==> src/design/lfs_pkg.sv <==
// Types and constants for the LED frame serialiser.
// No dependencies.
`timescale 1ns / 1ps

package lfs_pkg;

    localparam logic [5:0] WORD_BITS     = 6'd32;
    localparam logic [7:0] END_BITS_CAP  = 8'd128;
    localparam logic [7:0] BRIGHT_RESET  = 8'hFF;

    localparam logic [1:0] KIND_START = 2'd0;
    localparam logic [1:0] KIND_LED   = 2'd1;
    localparam logic [1:0] KIND_END   = 2'd2;

    // everything the beat sequencer needs for one LED
    typedef struct packed {
        logic [31:0] led_word;
        logic        has_start;
        logic        is_last;
        logic [1:0]  n_full;     // full 32-bit end words before the final one
        logic [5:0]  last_bits;  // bits in the final end word
    } t_plan;

endpackage

==> src/design/lfs_plan.sv <==
// Frame state, brightness register and per-LED plan of the output beats.
// Depends on lfs_pkg.
`timescale 1ns / 1ps

module lfs_plan import lfs_pkg::*; #(
    parameter int MAX_LEDS = 256
) (
    input  logic        i_clk,
    input  logic        i_rst_n,
    input  logic        i_cfg_valid,
    output logic        o_cfg_ready,
    input  logic [7:0]  i_brightness_byte,
    input  logic [7:0]  i_led_blue,
    input  logic [7:0]  i_led_green,
    input  logic [7:0]  i_led_red,
    input  logic        i_last_led,
    input  logic        i_take,
    output t_plan       o_plan
);

    localparam int LW = $clog2(MAX_LEDS + 1);
    localparam int CW = (LW + 1 > 8) ? LW + 1 : 8;

    logic [7:0]    r_bright;
    logic          r_in_frame;
    logic [LW-1:0] r_leds;

    logic [LW-1:0] leds_cur;
    logic [LW-1:0] leds_next;
    logic [LW:0]   bits_raw;
    logic [CW-1:0] bits_ext;
    logic [7:0]    bits;
    logic [7:0]    bits_m1;

    assign o_cfg_ready = 1'b1;

    always_comb begin
        leds_cur  = r_in_frame ? r_leds : '0;
        leds_next = (leds_cur < LW'(MAX_LEDS)) ? leds_cur + LW'(1) : leds_cur;
        bits_raw  = ({1'b0, leds_next} + (LW+1)'(1)) >> 1;
        bits_ext  = CW'(bits_raw);
        bits      = (bits_ext > CW'(END_BITS_CAP)) ? END_BITS_CAP : bits_ext[7:0];
        bits_m1   = bits - 8'd1;
    end

    always_comb begin
        o_plan.led_word  = {r_bright, i_led_blue, i_led_green, i_led_red};
        o_plan.has_start = !r_in_frame;
        o_plan.is_last   = i_last_led;
        o_plan.n_full    = bits_m1[6:5];
        o_plan.last_bits = {1'b0, bits_m1[4:0]} + 6'd1;
    end

    always_ff @(posedge i_clk) begin
        if (!i_rst_n) begin
            r_bright   <= BRIGHT_RESET;
            r_in_frame <= 1'b0;
            r_leds     <= '0;
        end else begin
            if (i_cfg_valid) begin
                r_bright <= i_brightness_byte;
            end
            if (i_take) begin
                r_in_frame <= !i_last_led;
                r_leds     <= i_last_led ? '0 : leds_next;
            end
        end
    end

endmodule

==> src/design/lfs_emit.sv <==
// Hold register for one planned LED, beat sequencer and output register.
// Depends on lfs_pkg.
`timescale 1ns / 1ps

module lfs_emit import lfs_pkg::*; (
    input  logic        i_clk,
    input  logic        i_rst_n,
    input  logic        i_in_valid,
    output logic        o_in_stall,
    output logic        o_take,
    input  t_plan       i_plan,
    output logic        o_out_valid,
    input  logic        i_out_stall,
    output logic [31:0] o_frame_word,
    output logic [5:0]  o_bit_count,
    output logic [1:0]  o_word_kind,
    output logic        o_frame_end
);

    localparam logic [1:0] PH_START = 2'd0;
    localparam logic [1:0] PH_LED   = 2'd1;
    localparam logic [1:0] PH_END   = 2'd2;

    logic        r_hold_valid;
    t_plan       r_plan;
    logic [1:0]  r_phase;
    logic [1:0]  n_phase;
    logic [1:0]  r_full_left;

    logic        r_out_valid;
    logic [31:0] r_word;
    logic [5:0]  r_bits;
    logic [1:0]  r_kind;
    logic        r_end;

    logic        out_free;
    logic        advance;
    logic        beat_done;
    logic [31:0] beat_word;
    logic [5:0]  beat_bits;
    logic [1:0]  beat_kind;
    logic        beat_end;

    assign out_free   = !r_out_valid || !i_out_stall;
    assign advance    = r_hold_valid && out_free;
    assign o_in_stall = r_hold_valid && !(advance && beat_done);
    assign o_take     = i_in_valid && !o_in_stall;

    always_comb begin
        unique case (r_phase)
            PH_START: begin
                beat_word = '0;
                beat_bits = WORD_BITS;
                beat_kind = KIND_START;
                beat_end  = 1'b0;
                beat_done = 1'b0;
                n_phase   = PH_LED;
            end
            PH_LED: begin
                beat_word = r_plan.led_word;
                beat_bits = WORD_BITS;
                beat_kind = KIND_LED;
                beat_end  = 1'b0;
                beat_done = !r_plan.is_last;
                n_phase   = PH_END;
            end
            PH_END: begin
                beat_word = '0;
                beat_bits = (r_full_left != 2'd0) ? WORD_BITS : r_plan.last_bits;
                beat_kind = KIND_END;
                beat_end  = (r_full_left == 2'd0);
                beat_done = (r_full_left == 2'd0);
                n_phase   = PH_END;
            end
            default: begin
                beat_word = '0;
                beat_bits = WORD_BITS;
                beat_kind = KIND_START;
                beat_end  = 1'b0;
                beat_done = 1'b1;
                n_phase   = PH_START;
            end
        endcase
    end

    always_ff @(posedge i_clk) begin
        if (!i_rst_n) begin
            r_hold_valid <= 1'b0;
            r_phase      <= PH_START;
            r_full_left  <= 2'd0;
            r_out_valid  <= 1'b0;
        end else begin
            if (o_take) begin
                r_hold_valid <= 1'b1;
                r_phase      <= i_plan.has_start ? PH_START : PH_LED;
                r_full_left  <= i_plan.n_full;
            end else if (advance) begin
                if (beat_done) begin
                    r_hold_valid <= 1'b0;
                end
                r_phase <= n_phase;
                if (r_phase == PH_END) begin
                    r_full_left <= r_full_left - 2'd1;
                end
            end
            if (out_free) begin
                r_out_valid <= advance;
            end
        end
    end

    always_ff @(posedge i_clk) begin
        if (o_take) begin
            r_plan <= i_plan;
        end
        if (advance) begin
            r_word <= beat_word;
            r_bits <= beat_bits;
            r_kind <= beat_kind;
            r_end  <= beat_end;
        end
    end

    assign o_out_valid  = r_out_valid;
    assign o_frame_word = r_word;
    assign o_bit_count  = r_bits;
    assign o_word_kind  = r_kind;
    assign o_frame_end  = r_end;

endmodule

==> src/design/led_frame_serializer_unit.sv <==
// LED strip frame serialiser: one LED colour beat in, one or more 32-bit frame
// words out (start word, LED word, end-frame words).
// Usage:
//   Input channel i_in_valid / o_in_stall carries blue, green, red and a last-LED
//   flag. Output channel o_out_valid / i_out_stall carries frame_word, bit_count,
//   word_kind and frame_end; words are shifted MSB first downstream.
//   Config channel i_cfg_valid / o_cfg_ready writes the brightness byte (reset
//   0xFF); ready is always high, write only while idle.
//   Each LED gives 1 to 5 output beats: a start word when it opens a frame,
//   its LED word, and after the last LED ceil(n/2) zero bits of end frame in
//   words of up to 32 bits, n capped at MAX_LEDS.
//   Input beats pass the hold register, then the output register.
//   Throughput: one output beat per cycle, set by the single output register,
//   unless stalled; a mid-frame LED is one beat, so an LED is taken per cycle.
//   A hold register and the output register part the two sides, so the next
//   LED is taken while the last word of the previous one waits.
//   Stall: a stalled output word holds; once the hold register is full the
//   input is stalled as well. Reset clears the frame state and empties both.
// Depends on lfs_pkg, lfs_plan, lfs_emit.
`timescale 1ns / 1ps

module led_frame_serializer_unit import lfs_pkg::*; #(
    parameter int MAX_LEDS = 256
) (
    input  logic        i_clk,
    input  logic        i_rst_n,
    input  logic        i_cfg_valid,
    output logic        o_cfg_ready,
    input  logic [7:0]  i_brightness_byte,
    input  logic        i_in_valid,
    output logic        o_in_stall,
    input  logic [7:0]  i_led_blue,
    input  logic [7:0]  i_led_green,
    input  logic [7:0]  i_led_red,
    input  logic        i_last_led,
    output logic        o_out_valid,
    input  logic        i_out_stall,
    output logic [31:0] o_frame_word,
    output logic [5:0]  o_bit_count,
    output logic [1:0]  o_word_kind,
    output logic        o_frame_end
);

    t_plan plan;
    logic  take;

    lfs_plan #(
        .MAX_LEDS(MAX_LEDS)
    ) u_plan (
        .i_clk             (i_clk),
        .i_rst_n           (i_rst_n),
        .i_cfg_valid       (i_cfg_valid),
        .o_cfg_ready       (o_cfg_ready),
        .i_brightness_byte (i_brightness_byte),
        .i_led_blue        (i_led_blue),
        .i_led_green       (i_led_green),
        .i_led_red         (i_led_red),
        .i_last_led        (i_last_led),
        .i_take            (take),
        .o_plan            (plan)
    );

    lfs_emit u_emit (
        .i_clk        (i_clk),
        .i_rst_n      (i_rst_n),
        .i_in_valid   (i_in_valid),
        .o_in_stall   (o_in_stall),
        .o_take       (take),
        .i_plan       (plan),
        .o_out_valid  (o_out_valid),
        .i_out_stall  (i_out_stall),
        .o_frame_word (o_frame_word),
        .o_bit_count  (o_bit_count),
        .o_word_kind  (o_word_kind),
        .o_frame_end  (o_frame_end)
    );

endmodule

==> config.mk <==
export PLATFORM = sky130hd
export DESIGN_NAME = led_frame_serializer_unit
export DESIGN_NICKNAME = d
export VERILOG_FILES = /design/src/design/lfs_pkg.sv /design/src/design/lfs_plan.sv /design/src/design/lfs_emit.sv /design/src/design/led_frame_serializer_unit.sv
export SDC_FILE = /design/constraint.sdc
export NUM_CORES = 1
export LEC_CHECK = 0
export BUFFER_PORTS_ARGS = -buffer_cell sky130_fd_sc_hd__buf_2
export CORE_ASPECT_RATIO = 1.1
export CORE_MARGIN = 4
export CORE_UTILIZATION = 50
export DETAILED_ROUTE_END_ITERATION = 8
export PLACE_DENSITY = 0.78
export SYNTH_ARGS = -nofsm -noshare
export SYNTH_HDL_FRONTEND = slang
export SYNTH_SLANG_ARGS = --single-unit
==> constraint.sdc <==
create_clock -name i_clk -period 4.2 [get_ports i_clk]
set_clock_uncertainty 0.2 [all_clocks]
set_input_delay 0.42 -clock i_clk [delete_from_list [all_inputs] [get_ports i_clk]]
set_output_delay 0.42 -clock i_clk [all_outputs]
set_load 0.03 [all_outputs]
==> reports/metrics.yaml <==
critical_path:
  reg2reg_depth: 12
  worstPathRequired_ns: 4.22
  critPathKind: "flip-flop to flip-flop"
  cp-start-kind: "flip-flop"
  crit_fanout: 7
  worstPathArrival_ns: 4.06
  cp-end-kind: "flip-flop"
  rrSetupSlack_ns: 0.16
  r2r_end: "u_emit.r_plan[5]"
  reg2reg_from: "u_plan.r_leds[0]"
yosys:
  synthXorXnorAreaFrac_pct: 2.75
  ys_ff_latch: 104
  synthDistinctLibCells: 57
  synth.area.top_cells: "edfxtp_1, dfxtp_1, and2_1"
  synth-main-ff-cell: "edfxtp_1"
  syn-num-nets: 389
  synthAdderAreaFrac_pct: 2.53
  synth_top_family_by_area: "simple AND/OR/NAND/NOR gates"
  ys_warn_count: 0
  synthMuxAreaShare_pct: 3.87
  synth_simple_gate_area_share_pct: 17.1
  synth_edf_count: 80
  yosys.area.top_type: "edfxtp_1"
  ys_seq_area_share_pct: 64.7
  avgSynthCellArea_um2: 13.0
  synth_top_area_share_pct: 53.9
  async_reset_ff_share_pct: 0
  synthesis.area_um2: 4460
  synth_cells: 342
  synth_compound_area_share_pct: 6.43
placement:
  gp_congestion: 0.831
  io_buffers: 80
  pre_cts_ws_ns: 0.120
  hpwl_um: 6200
timing:
  setup_slack_ns: 0.162
  max_freq_mhz: 248
  slew_headroom_pct: 27.5
  hold_violations: 0
  fin_crit_ns: 4.04
  worst_pin_slew_ns: 1.09
  setup_viol: 0
  timing.final.crit_share_pct: 96.2
  tns_ns: 0
  maxSlewViolCount: 0
clock_network:
  cts_buffers: 9
  clock-sinks: 104
  htree_num_levels: 3
  clockBufferDepth: 2
  tritoncts: "built"
  clockRootBuffer: "clkbuf_8"
  insertion_delay_ns: 0.37
  clkTransAtPathRegs_ns: 0.11
power_and_ir_drop:
  vdd_drop_max_mv: 0.179
  power_frac_clock_pct: 31.1
  p_leak_nw: 2.11
  power_switching_mw: 0.561
  p_int_mw: 1.57
  seq_power_share_pct: 57.0
  powerDensity_nw_per_um2: 401
  combPwrFrac_pct: 12.0
  switching_share_pct: 26.4
layout:
  final_nets: 482
  mostFrequentLayoutCells: "buf_2, edfxtp_1, and2_1"
  diodes: 0
  drive_gt1_share_pct: 29.5
  multi_input_area_um2: 1490
  syn_to_final_growth_pct: 18.9
  seqCellArea_um2: 2890
  nFillCells: 619
route:
  vias_per_cell: 5.25
  drc: 0
  wirelength_um: 8550
  vias: 2891
  ant_nets: 0
  drtIter0Drc: 147
  drt_pass1_iterations: 4
  wl_per_cell_um: 15.5
floorplanning:
  ios: 82
  initial_utilization_pct: 52.2
  die_w_um: 98.0
  design.core.area_um2: 8540
  rows: 35
  dieArea_um2: 10500
  die_height_um: 107
global_routing:
  grt_overflow: 0
  grt_pass1_vias: 2771
  grt_util_all_layers_pct: 16.4
  grt_max_degree: 42
  antenna_found_initial: 0
  grt_pass1_wl_um: 13500
worst_hold_path:
  hold_depth: 1
  hp-class: "input pin to flip-flop"
  hp-start: "i_led_red[7]"
  hold_end: "u_emit.r_plan[17]"
outcome:
  status: "finished clean"
flow_run:
  max-cap-violations: 0
==> critical path: stages (launching register included) <==
cell	delay, ns
dfxtp_2	0.37
and2_2	0.20
ha_1	0.29
mux2_2	0.32
ha_4	0.28
or4b_4	0.53
o41ai_4	0.11
and4b_2	0.32
nor3_4	0.07
or2_1	0.25
ha_1	0.21
or4_4	0.54
a211oi_2	0.22
==> through the flow <==
step | utilization (%) | power [mW] | area (um2) | instances | hold slack [ns]
final | 62.1 | 2.13 | 5300 | 551 | 0.0191
after global routing | 62.1 | 2.21 | 5300 | 551 | 0.000822
after CTS | 61.6 | 2.14 | 5260 | 547 | 0.000825
after detailed placement | 58.9 | 1.49 | 5030 | 529 | 0.214
after global placement | 58.9 | 1.47 | 5030 | 529 | 0.213
after floorplan | - | 1.40 | 4480 | 342 | 0.208
==> power by group through the flow <==
stage,logic (mW),clock network [mW],registers [mW]
final,0.255,0.661,1.21
after global routing,0.278,0.719,1.22
after CTS,0.256,0.672,1.21
after detailed placement,0.254,0,1.24
after global placement,0.243,0,1.23
after floorplan,0.108,0,1.30
==> cell families (layout without fill, tap and decap cells) <==
| kind of cell | Yosys count | in the layout |
|---|---|---|
| buffers and inverters | 26 | 124 |
| flip-flops | 104 | 104 |
| AO/OA/AOI/OAI | 37 | 37 |
| multiplexers | 15 | 15 |
| other | 1 | 1 |
| AND/OR/NAND/NOR | 136 | 136 |
| XOR/XNOR | 14 | 14 |
| adder cells (fa/ha/maj) | 9 | 9 |
==> area by class of cell <==
type	count	area share, %
inverters	12	0.850
clock buffers	9	2.34
well taps	111	2.62
flip-flops and latches	104	54.4
clock inverters	7	1.70
repair buffers	96	10.0
multi-input cells	212	28.0
==> cell usage after synthesis, types with 2 or more instances <==
master,n
or3_1,2
nand2_1,23
mux2_2,4
nand2b_1,5
and3_1,8
and2_1,37
edfxtp_1,80
nor3_1,12
nand4_1,3
nand3_1,2
a21oi_1,11
a31oi_1,3
buf_4,2
clkbuf_1,10
ha_1,9
nor2b_1,3
nor2_1,28
xnor2_1,7
inv_1,12
mux2i_1,9
xor2_1,7
o21ai_0,7
dfxtp_1,24
==> registers in the layout, indices dropped and copies added, names as in the netlist <==
| signal | count |
|---|---|
| u_emit.r_plan | 39 |
| u_emit.o_frame_word | 32 |
| u_plan.r_leds | 9 |
| u_plan.r_bright | 8 |
| u_emit.o_bit_count | 6 |
| u_emit.o_word_kind | 2 |
| u_emit.r_full_left | 2 |
| u_emit.r_phase | 2 |
| u_emit.o_frame_end | 1 |
| u_emit.o_out_valid | 1 |
| u_emit.r_hold_valid | 1 |
| u_plan.r_in_frame | 1 |
==> worst max path at each step <==
stage | from | to | slack [ns] | depth (start not counted)
final | u_plan.r_leds[0] | u_emit.r_plan[5] | 0.16 | 12
after global routing | u_plan.r_leds[1] | u_emit.r_plan[4] | -0.03 | 16
after CTS | u_plan.r_in_frame | u_emit.r_plan[5] | 0.10 | 12
after detailed placement | u_plan.r_in_frame | u_emit.r_plan[5] | 0.12 | 12
after global placement | u_plan.r_leds[0] | u_emit.r_plan[5] | 0.24 | 12
after floorplan | u_plan.r_in_frame | u_emit.r_plan[5] | 0.07 | 14
==> what timing repair did <==
action / in CTS / in global routing
hold buffers: 2 / 2
hold endpoints to repair: 2 / 2
endpoints found under the setup margin: 0 / 2
gates resized for setup: 0 / 3
buffers inserted: 0 / 2
==> per-layer routing <==
metal | global-route usage [%] | part of all wire [%]
met1 | 19.7 | 41
met2 | 28.4 | 51
met3 | 3.84 | 6.6
met4 | 6.53 | 1.7
met5 | 0 | 0
(Power assumes the default switching activity.)
